===== src/design/ils_pkg.sv =====
// ----------------------------------------------------------------------------
// ils_pkg: shared types and constants of the indexed list store
// Sizes, request and status codes, and the command and status bundles that
// join the controller and the datapath.
// ----------------------------------------------------------------------------
`default_nettype none

package ils_pkg;

  // storage sizes
  localparam int DEPTH      = 1024;
  localparam int DATA_WIDTH = 32;
  localparam int ADDR_W     = $clog2(DEPTH);
  localparam int CNT_W      = $clog2(DEPTH + 1);

  // fixed widths of the item fields
  localparam int FUNC_W = 3;
  localparam int IDX_W  = 10;
  localparam int VAL_W  = 32;
  localparam int STAT_W = 2;
  localparam int ENT_W  = 11;
  localparam int CMP_W  = (CNT_W > IDX_W) ? CNT_W : IDX_W;

  typedef logic [DATA_WIDTH-1:0] word_t;
  typedef logic [ADDR_W-1:0]     addr_t;
  typedef logic [CNT_W-1:0]      cnt_t;
  typedef logic [CMP_W-1:0]      cmp_t;
  typedef logic [IDX_W-1:0]      idx_t;
  typedef logic [VAL_W-1:0]      val_t;
  typedef logic [ENT_W-1:0]      ent_t;

  // request codes
  typedef enum logic [FUNC_W-1:0] {
    FN_APPEND = 3'd0,
    FN_DROP   = 3'd1,
    FN_INSERT = 3'd2,
    FN_REMOVE = 3'd3,
    FN_WRITE  = 3'd4,
    FN_READ   = 3'd5,
    FN_SEARCH = 3'd6,
    FN_NOP    = 3'd7
  } func_e;

  // result status codes
  typedef enum logic [STAT_W-1:0] {
    ST_OK    = 2'd0,
    ST_EMPTY = 2'd1,
    ST_FULL  = 2'd2,
    ST_RANGE = 2'd3
  } status_e;

  // read address source
  typedef enum logic {
    RD_PTR,
    RD_IDX
  } rd_src_e;

  // walk pointer load
  typedef enum logic [1:0] {
    PTR_HOLD,
    PTR_ZERO,
    PTR_CNT_M1,
    PTR_IDX_P1
  } ptr_init_e;

  // memory write selection
  typedef enum logic [1:0] {
    WR_NONE,
    WR_AT_COUNT,
    WR_AT_IDX,
    WR_SHIFT
  } wr_op_e;

  // entry count update
  typedef enum logic [1:0] {
    CNT_HOLD,
    CNT_INC,
    CNT_DEC
  } cnt_op_e;

  // which extra fields a result carries
  typedef enum logic [1:0] {
    RES_PLAIN,
    RES_READ,
    RES_FOUND
  } res_kind_e;

  // controller to datapath
  typedef struct packed {
    logic      load;
    logic      rd_issue;
    rd_src_e   rd_src;
    ptr_init_e ptr_init;
    logic      ptr_step;
    wr_op_e    wr_op;
    cnt_op_e   cnt_op;
    logic      finish;
    status_e   res_status;
    res_kind_e res_kind;
  } cmd_t;

  // datapath to controller
  typedef struct packed {
    func_e   func;
    status_e err;
    logic    empty;
    logic    idx_eq_count;
    logic    idx_last;
    logic    ptr_last;
    logic    rd_pend;
    logic    match;
    logic    res_busy;
  } sts_t;

endpackage

`default_nettype wire


===== src/design/ils_ctrl.sv =====
// ----------------------------------------------------------------------------
// ils_ctrl: sequencer of the indexed list store
// Decodes each request and steps the datapath through single writes,
// memory walks for insert, remove and search, and result capture.
// ----------------------------------------------------------------------------
`default_nettype none

module ils_ctrl (
  input  wire logic          clk_i,
  input  wire logic          rst_ni,
  input  wire logic          req_valid_i,
  output      logic          req_ready_o,
  input  wire ils_pkg::sts_t sts_i,
  output      ils_pkg::cmd_t cmd_o
);

  typedef enum logic [2:0] {
    S_IDLE,
    S_EXEC,
    S_SHIFT,
    S_DRAIN,
    S_PUT,
    S_RDWAIT,
    S_SEARCH,
    S_SWAIT
  } state_e;

  state_e state_q, state_d;

  // state register
  always_ff @(posedge clk_i or negedge rst_ni) begin
    if (!rst_ni) begin
      state_q <= S_IDLE;
    end else begin
      state_q <= state_d;
    end
  end

  // take a request only with the result slot free or draining
  assign req_ready_o = (state_q == S_IDLE) && !sts_i.res_busy;

  // command decode
  always_comb begin
    state_d           = state_q;
    cmd_o             = '0;
    cmd_o.rd_src      = ils_pkg::RD_PTR;
    cmd_o.ptr_init    = ils_pkg::PTR_HOLD;
    cmd_o.wr_op       = ils_pkg::WR_NONE;
    cmd_o.cnt_op      = ils_pkg::CNT_HOLD;
    cmd_o.res_status  = ils_pkg::ST_OK;
    cmd_o.res_kind    = ils_pkg::RES_PLAIN;

    case (state_q)
      S_IDLE: begin
        if (req_valid_i && req_ready_o) begin
          cmd_o.load = 1'b1;
          state_d    = S_EXEC;
        end
      end

      S_EXEC: begin
        if (sts_i.err != ils_pkg::ST_OK) begin
          cmd_o.finish     = 1'b1;
          cmd_o.res_status = sts_i.err;
          state_d          = S_IDLE;
        end else begin
          case (sts_i.func)
            ils_pkg::FN_APPEND: begin
              cmd_o.wr_op  = ils_pkg::WR_AT_COUNT;
              cmd_o.cnt_op = ils_pkg::CNT_INC;
              cmd_o.finish = 1'b1;
              state_d      = S_IDLE;
            end
            ils_pkg::FN_DROP: begin
              cmd_o.cnt_op = ils_pkg::CNT_DEC;
              cmd_o.finish = 1'b1;
              state_d      = S_IDLE;
            end
            ils_pkg::FN_INSERT: begin
              if (sts_i.idx_eq_count) begin
                cmd_o.wr_op  = ils_pkg::WR_AT_IDX;
                cmd_o.cnt_op = ils_pkg::CNT_INC;
                cmd_o.finish = 1'b1;
                state_d      = S_IDLE;
              end else begin
                cmd_o.ptr_init = ils_pkg::PTR_CNT_M1;
                state_d        = S_SHIFT;
              end
            end
            ils_pkg::FN_REMOVE: begin
              if (sts_i.idx_last) begin
                cmd_o.cnt_op = ils_pkg::CNT_DEC;
                cmd_o.finish = 1'b1;
                state_d      = S_IDLE;
              end else begin
                cmd_o.ptr_init = ils_pkg::PTR_IDX_P1;
                state_d        = S_SHIFT;
              end
            end
            ils_pkg::FN_WRITE: begin
              cmd_o.wr_op  = ils_pkg::WR_AT_IDX;
              cmd_o.finish = 1'b1;
              state_d      = S_IDLE;
            end
            ils_pkg::FN_READ: begin
              cmd_o.rd_issue = 1'b1;
              cmd_o.rd_src   = ils_pkg::RD_IDX;
              state_d        = S_RDWAIT;
            end
            ils_pkg::FN_SEARCH: begin
              if (sts_i.empty) begin
                cmd_o.finish = 1'b1;
                state_d      = S_IDLE;
              end else begin
                cmd_o.ptr_init = ils_pkg::PTR_ZERO;
                state_d        = S_SEARCH;
              end
            end
            default: begin
              cmd_o.finish = 1'b1;
              state_d      = S_IDLE;
            end
          endcase
        end
      end

      // read one entry a cycle and write back the entry held by the registered read
      S_SHIFT: begin
        cmd_o.rd_issue = 1'b1;
        cmd_o.ptr_step = 1'b1;
        if (sts_i.rd_pend) begin
          cmd_o.wr_op = ils_pkg::WR_SHIFT;
        end
        if (sts_i.ptr_last) begin
          state_d = S_DRAIN;
        end
      end

      S_DRAIN: begin
        cmd_o.wr_op = ils_pkg::WR_SHIFT;
        if (sts_i.func == ils_pkg::FN_INSERT) begin
          state_d = S_PUT;
        end else begin
          cmd_o.cnt_op = ils_pkg::CNT_DEC;
          cmd_o.finish = 1'b1;
          state_d      = S_IDLE;
        end
      end

      S_PUT: begin
        cmd_o.wr_op  = ils_pkg::WR_AT_IDX;
        cmd_o.cnt_op = ils_pkg::CNT_INC;
        cmd_o.finish = 1'b1;
        state_d      = S_IDLE;
      end

      S_RDWAIT: begin
        cmd_o.finish   = 1'b1;
        cmd_o.res_kind = ils_pkg::RES_READ;
        state_d        = S_IDLE;
      end

      // compare the entry read last cycle while issuing the next read
      S_SEARCH: begin
        if (sts_i.rd_pend && sts_i.match) begin
          cmd_o.finish   = 1'b1;
          cmd_o.res_kind = ils_pkg::RES_FOUND;
          state_d        = S_IDLE;
        end else begin
          cmd_o.rd_issue = 1'b1;
          cmd_o.ptr_step = 1'b1;
          if (sts_i.ptr_last) begin
            state_d = S_SWAIT;
          end
        end
      end

      S_SWAIT: begin
        cmd_o.finish = 1'b1;
        if (sts_i.match) begin
          cmd_o.res_kind = ils_pkg::RES_FOUND;
        end
        state_d = S_IDLE;
      end

      default: begin
        state_d = S_IDLE;
      end
    endcase
  end

  // result slot is free or being read out whenever a result is produced
  a_finish_slot_free: assert property (@(posedge clk_i) disable iff (!rst_ni)
    cmd_o.finish |-> !sts_i.res_busy)
    else $error("result produced while the output slot is occupied");

  // an accepted request is decoded on the next cycle
  a_accept_exec: assert property (@(posedge clk_i) disable iff (!rst_ni)
    (req_valid_i && req_ready_o) |=> (state_q == S_EXEC))
    else $error("accepted request not decoded");

  // a shift write always has read data behind it
  a_shift_has_data: assert property (@(posedge clk_i) disable iff (!rst_ni)
    (cmd_o.wr_op == ils_pkg::WR_SHIFT) |-> sts_i.rd_pend)
    else $error("shift write without read data");

endmodule

`default_nettype wire


===== config.mk =====
export PLATFORM = sky130hd
export DESIGN_NAME = ils_ctrl
export DESIGN_NICKNAME = d
export VERILOG_FILES = /design/src/design/ils_pkg.sv /design/src/design/ils_ctrl.sv
export SDC_FILE = /design/constraint.sdc
export NUM_CORES = 1
export LEC_CHECK = 0
export ABC_AREA = 1
export ABC_CLOCK_PERIOD_IN_PS = 1200
export BUFFER_PORTS_ARGS = -buffer_cell sky130_fd_sc_hd__buf_2
export CAP_MARGIN = 30
export CORE_AREA = 2 2 39 41
export CTS_BUF_LIST = sky130_fd_sc_hd__clkbuf_4 sky130_fd_sc_hd__clkbuf_8
export DETAILED_ROUTE_END_ITERATION = 16
export DIE_AREA = 0 0 41 43
export GPL_TIMING_DRIVEN = 0
export MAX_ROUTING_LAYER = met4
export PLACE_DENSITY = 0.7
export SLEW_MARGIN = 20
export SYNTH_ARGS = -nofsm -noshare
export SYNTH_HDL_FRONTEND = slang
export SYNTH_SLANG_ARGS = --single-unit

===== constraint.sdc =====
create_clock -name clk_i -period 1.2 [get_ports clk_i]
set_clock_uncertainty 0.05 [all_clocks]
set_input_delay 0 -clock clk_i [delete_from_list [all_inputs] [get_ports clk_i]]
set_output_delay 0 -clock clk_i [all_outputs]
set_load 0.05 [all_outputs]

==> results.sh <==
export IMPL_fp_dieW_um=41
export IMPL_io_buffers=29
export IMPL_failed_checks="negative setup slack"
export IMPL_yosys_warnings=0
export IMPL_diodes=0
export IMPL_fin_crit_sh_pct=125
export IMPL_maxCapViolCount=0
export IMPL_grt_pass1_wl_um=2640
export IMPL_hold_path_class="input pin to flop"
export IMPL_max_slew_worst_pin_slew_ns=0.263
export IMPL_grt_max_degree=9
export IMPL_drtPass1Iterations=4
export IMPL_setup_viol=18
export IMPL_worstSetupEndpointType="output pin"
export IMPL_grtUsageTotal_pct=22.3
export IMPL_cts_root_buffer_cell="clkbuf_4"
export IMPL_core_rowCount=14
export IMPL_numCtsBuffers=3
export IMPL_clock_tree_buffer_depth=2
export IMPL_syn_num_nets=106
export IMPL_syn_area_um2=484
export IMPL_design_area_um2=1020
export IMPL_final_hold_viol_count=0
export IMPL_gr_total_overflow=0
export IMPL_finalMaxSlewViolations=0
export IMPL_num_io_pins=31
export IMPL_final_nets=151
export IMPL_vias_per_cell=5.04
export IMPL_place_congestion=0.862
export IMPL_areaGrowthSynthToFinish_pct=110
export IMPL_synth_cells=91
export IMPL_max_freq_ghz=0.665
export IMPL_clock_latency_ns=0.24
export IMPL_antenna_found_initial=0
export IMPL_synth_seq_cells=3
export IMPL_cts_tree="done"
export IMPL_drc_errors=0
export IMPL_wl_um=1710
export IMPL_postLayoutSetupSlackWorst_ns=-0.304
export IMPL_largest_reg_flops=3
export IMPL_clk_pin_slew_ns=0.04
export IMPL_place_area_um2=709
export IMPL_dr_first_iter_drc_count=14
export IMPL_slew_headroom_pct=82.4
export IMPL_total_power_w=0.00121
export IMPL_rsz0062_at_grt="yes"
export IMPL_synth_area_leaders="nand2_1 (19%), dfrtp_1 (16%), inv_1 (12%)"
export IMPL_netlist_area_leader_share_pct=18.6
export IMPL_fin_setup_tns_ns=-3.33
export IMPL_vias=761
export IMPL_cp_max_fo=3
export IMPL_yosysUniqueCellTypes=23
export IMPL_post_route_min_period_ns=1.50
export IMPL_leakage_nw=0.559
export IMPL_drive_gt1_share_pct=54.8
export IMPL_reg_top3="state_q x3"
export IMPL_dp_hpwl_um=1090
export IMPL_status="complete, but fails checks"
export IMPL_crit_required_ns=1.15
export IMPL_drtAntennaViolNets=0
export IMPL_largest_register="state_q"
export IMPL_critPathArrivalTime_ns=1.45
export IMPL_syn_avg_cell_area_um2=5.32
export IMPL_grt_pass1_vias=667
export IMPL_start_util_pct=35.0
export IMPL_irDropWorstVdd_mv=0.816
export IMPL_crit_path_start_kind="flop"
export IMPL_seq_area_frac_synth_pct=15.5
export IMPL_dieArea_um2=1760
export IMPL_ctsHtreeMaxLevel=1
export IMPL_powerDensity_nw_per_um2=1190
export IMPL_critPathKind="flop to output pin"
export IMPL_synth_largest_area_cell="nand2_1"
export IMPL_core_area_um2=1380
export IMPL_cts_sinks=3
export IMPL_die_height_um=43
export IMPL_routedWlPerCell_um=11.3
[cell usage in the layout (no fill, tap or decap), types with 3 or more instances in the layout]
cell type  synthesis  final
nand3_1            8      4
nor2_1            13      8
nor2_2             1      6
buf_4              0      8
nand2_1           24     19
nand2_2            1      3
nand3_2            1      4
inv_1             16     13
buf_6              0     14
clkbuf_4           0      4
buf_8              0      4
nand2_4            0      3
nand4_1            3      3
inv_2              2      4
o21ai_1            1      3
buf_2              0     13
[final timing paths]
path / startpoint / cells past startpoint / slack (ns) / end
worst max-delay path: state_q[1] / 6 / -0.30 / cmd_o[8]
worst min-delay path: sts_i[7] / 4 / 0.008 / state_q[2]
worst max register to register: state_q[1] / 9 / -0.08 / state_q[1]
worst min register to register: state_q[0] / 3 / 0.67 / state_q[1]
max in group asynchronous: rst_ni / 2 / 0.95 / state_q[0]
min in group asynchronous: rst_ni / 2 / 0.03 / state_q[1]
[critical path, cell delays in order, from the launching register on]
cell and delay (ns):
dfrtp_1 0.39, buf_4 0.15, nand2_1 0.08, nor2_2 0.06, a31oi_2 0.24, nand3_2 0.10, buf_4 0.19
[per-stage QoR]
step / setup slack, ns / hold slack [ns] / std cells / util [%]
5_1_grt: -0.378 / 0.0433 / 151 / 73.6
4_1_cts: -0.323 / 0.00655 / 151 / 71.7
3_5_place_dp: -0.321 / -0.253 / 136 / 51.3
3_3_place_gp: -0.284 / -0.253 / 136 / 51.3
6_report: -0.304 / 0.00801 / 151 / 73.6
2_1_floorplan: -0.391 / -0.346 / 91 / -
[cell type report]
class | count | area (um2)
Timing Repair Buffer | 40 | 353
Inverter | 18 | 71.3
Tap cell | 16 | 20.0
Buffer | 1 | 5.00
Clock buffer | 4 | 30.0
Sequential cell | 3 | 76.3
Fill cell | 106 | 365
Multi-Input combinational cell | 69 | 463
[report_power, final]
part | internal (W) | switching (W) | leakage, nW
logic | 0.000313 | 0.000529 | 0.502
clock network | 0.000148 | 0.0000596 | 0.0184
registers | 0.000124 | 0.0000353 | 0.0391
[cells in the mapped netlist, drive strengths merged]
cell type	n
clkbuf	1
a31oi	1
o21ai	5
inv	18
nand3	9
o211ai	1
dfrtp	3
a21oi	4
nor3b	1
nor3	1
nand4	3
nor2	15
nand2	25
o31ai	1
nand3b	2
o21bai	1
[per-layer routing]
layer	wire [um]	part of all wire (%)	track usage (%)
met1	690	40	25.4
met2	906	53	36.6
met3	94	5.5	3.14
met4	13	0.76	10.0
met5	0	0	-
[timing repair]
action / CTS / global route
setup buffers: 10 / 0
hold buffers: 1 / 0
hold endpoints to repair: 3 / 0
endpoints found under the setup margin: 17 / 19
gates resized for setup: 52 / 6
pin swaps: 7 / 3
[kinds of logic (layout without fill, tap and decap cells)]
kind of cell | Yosys count | in the layout | synth area share, %
AND/OR/NAND/NOR | 56 | 56 | 53.5
buffers and inverters | 19 | 63 | 15.0
AO/OA/AOI/OAI | 13 | 13 | 16.0
flip-flops | 3 | 3 | 15.5
Power figures use the tool's default switching activity.
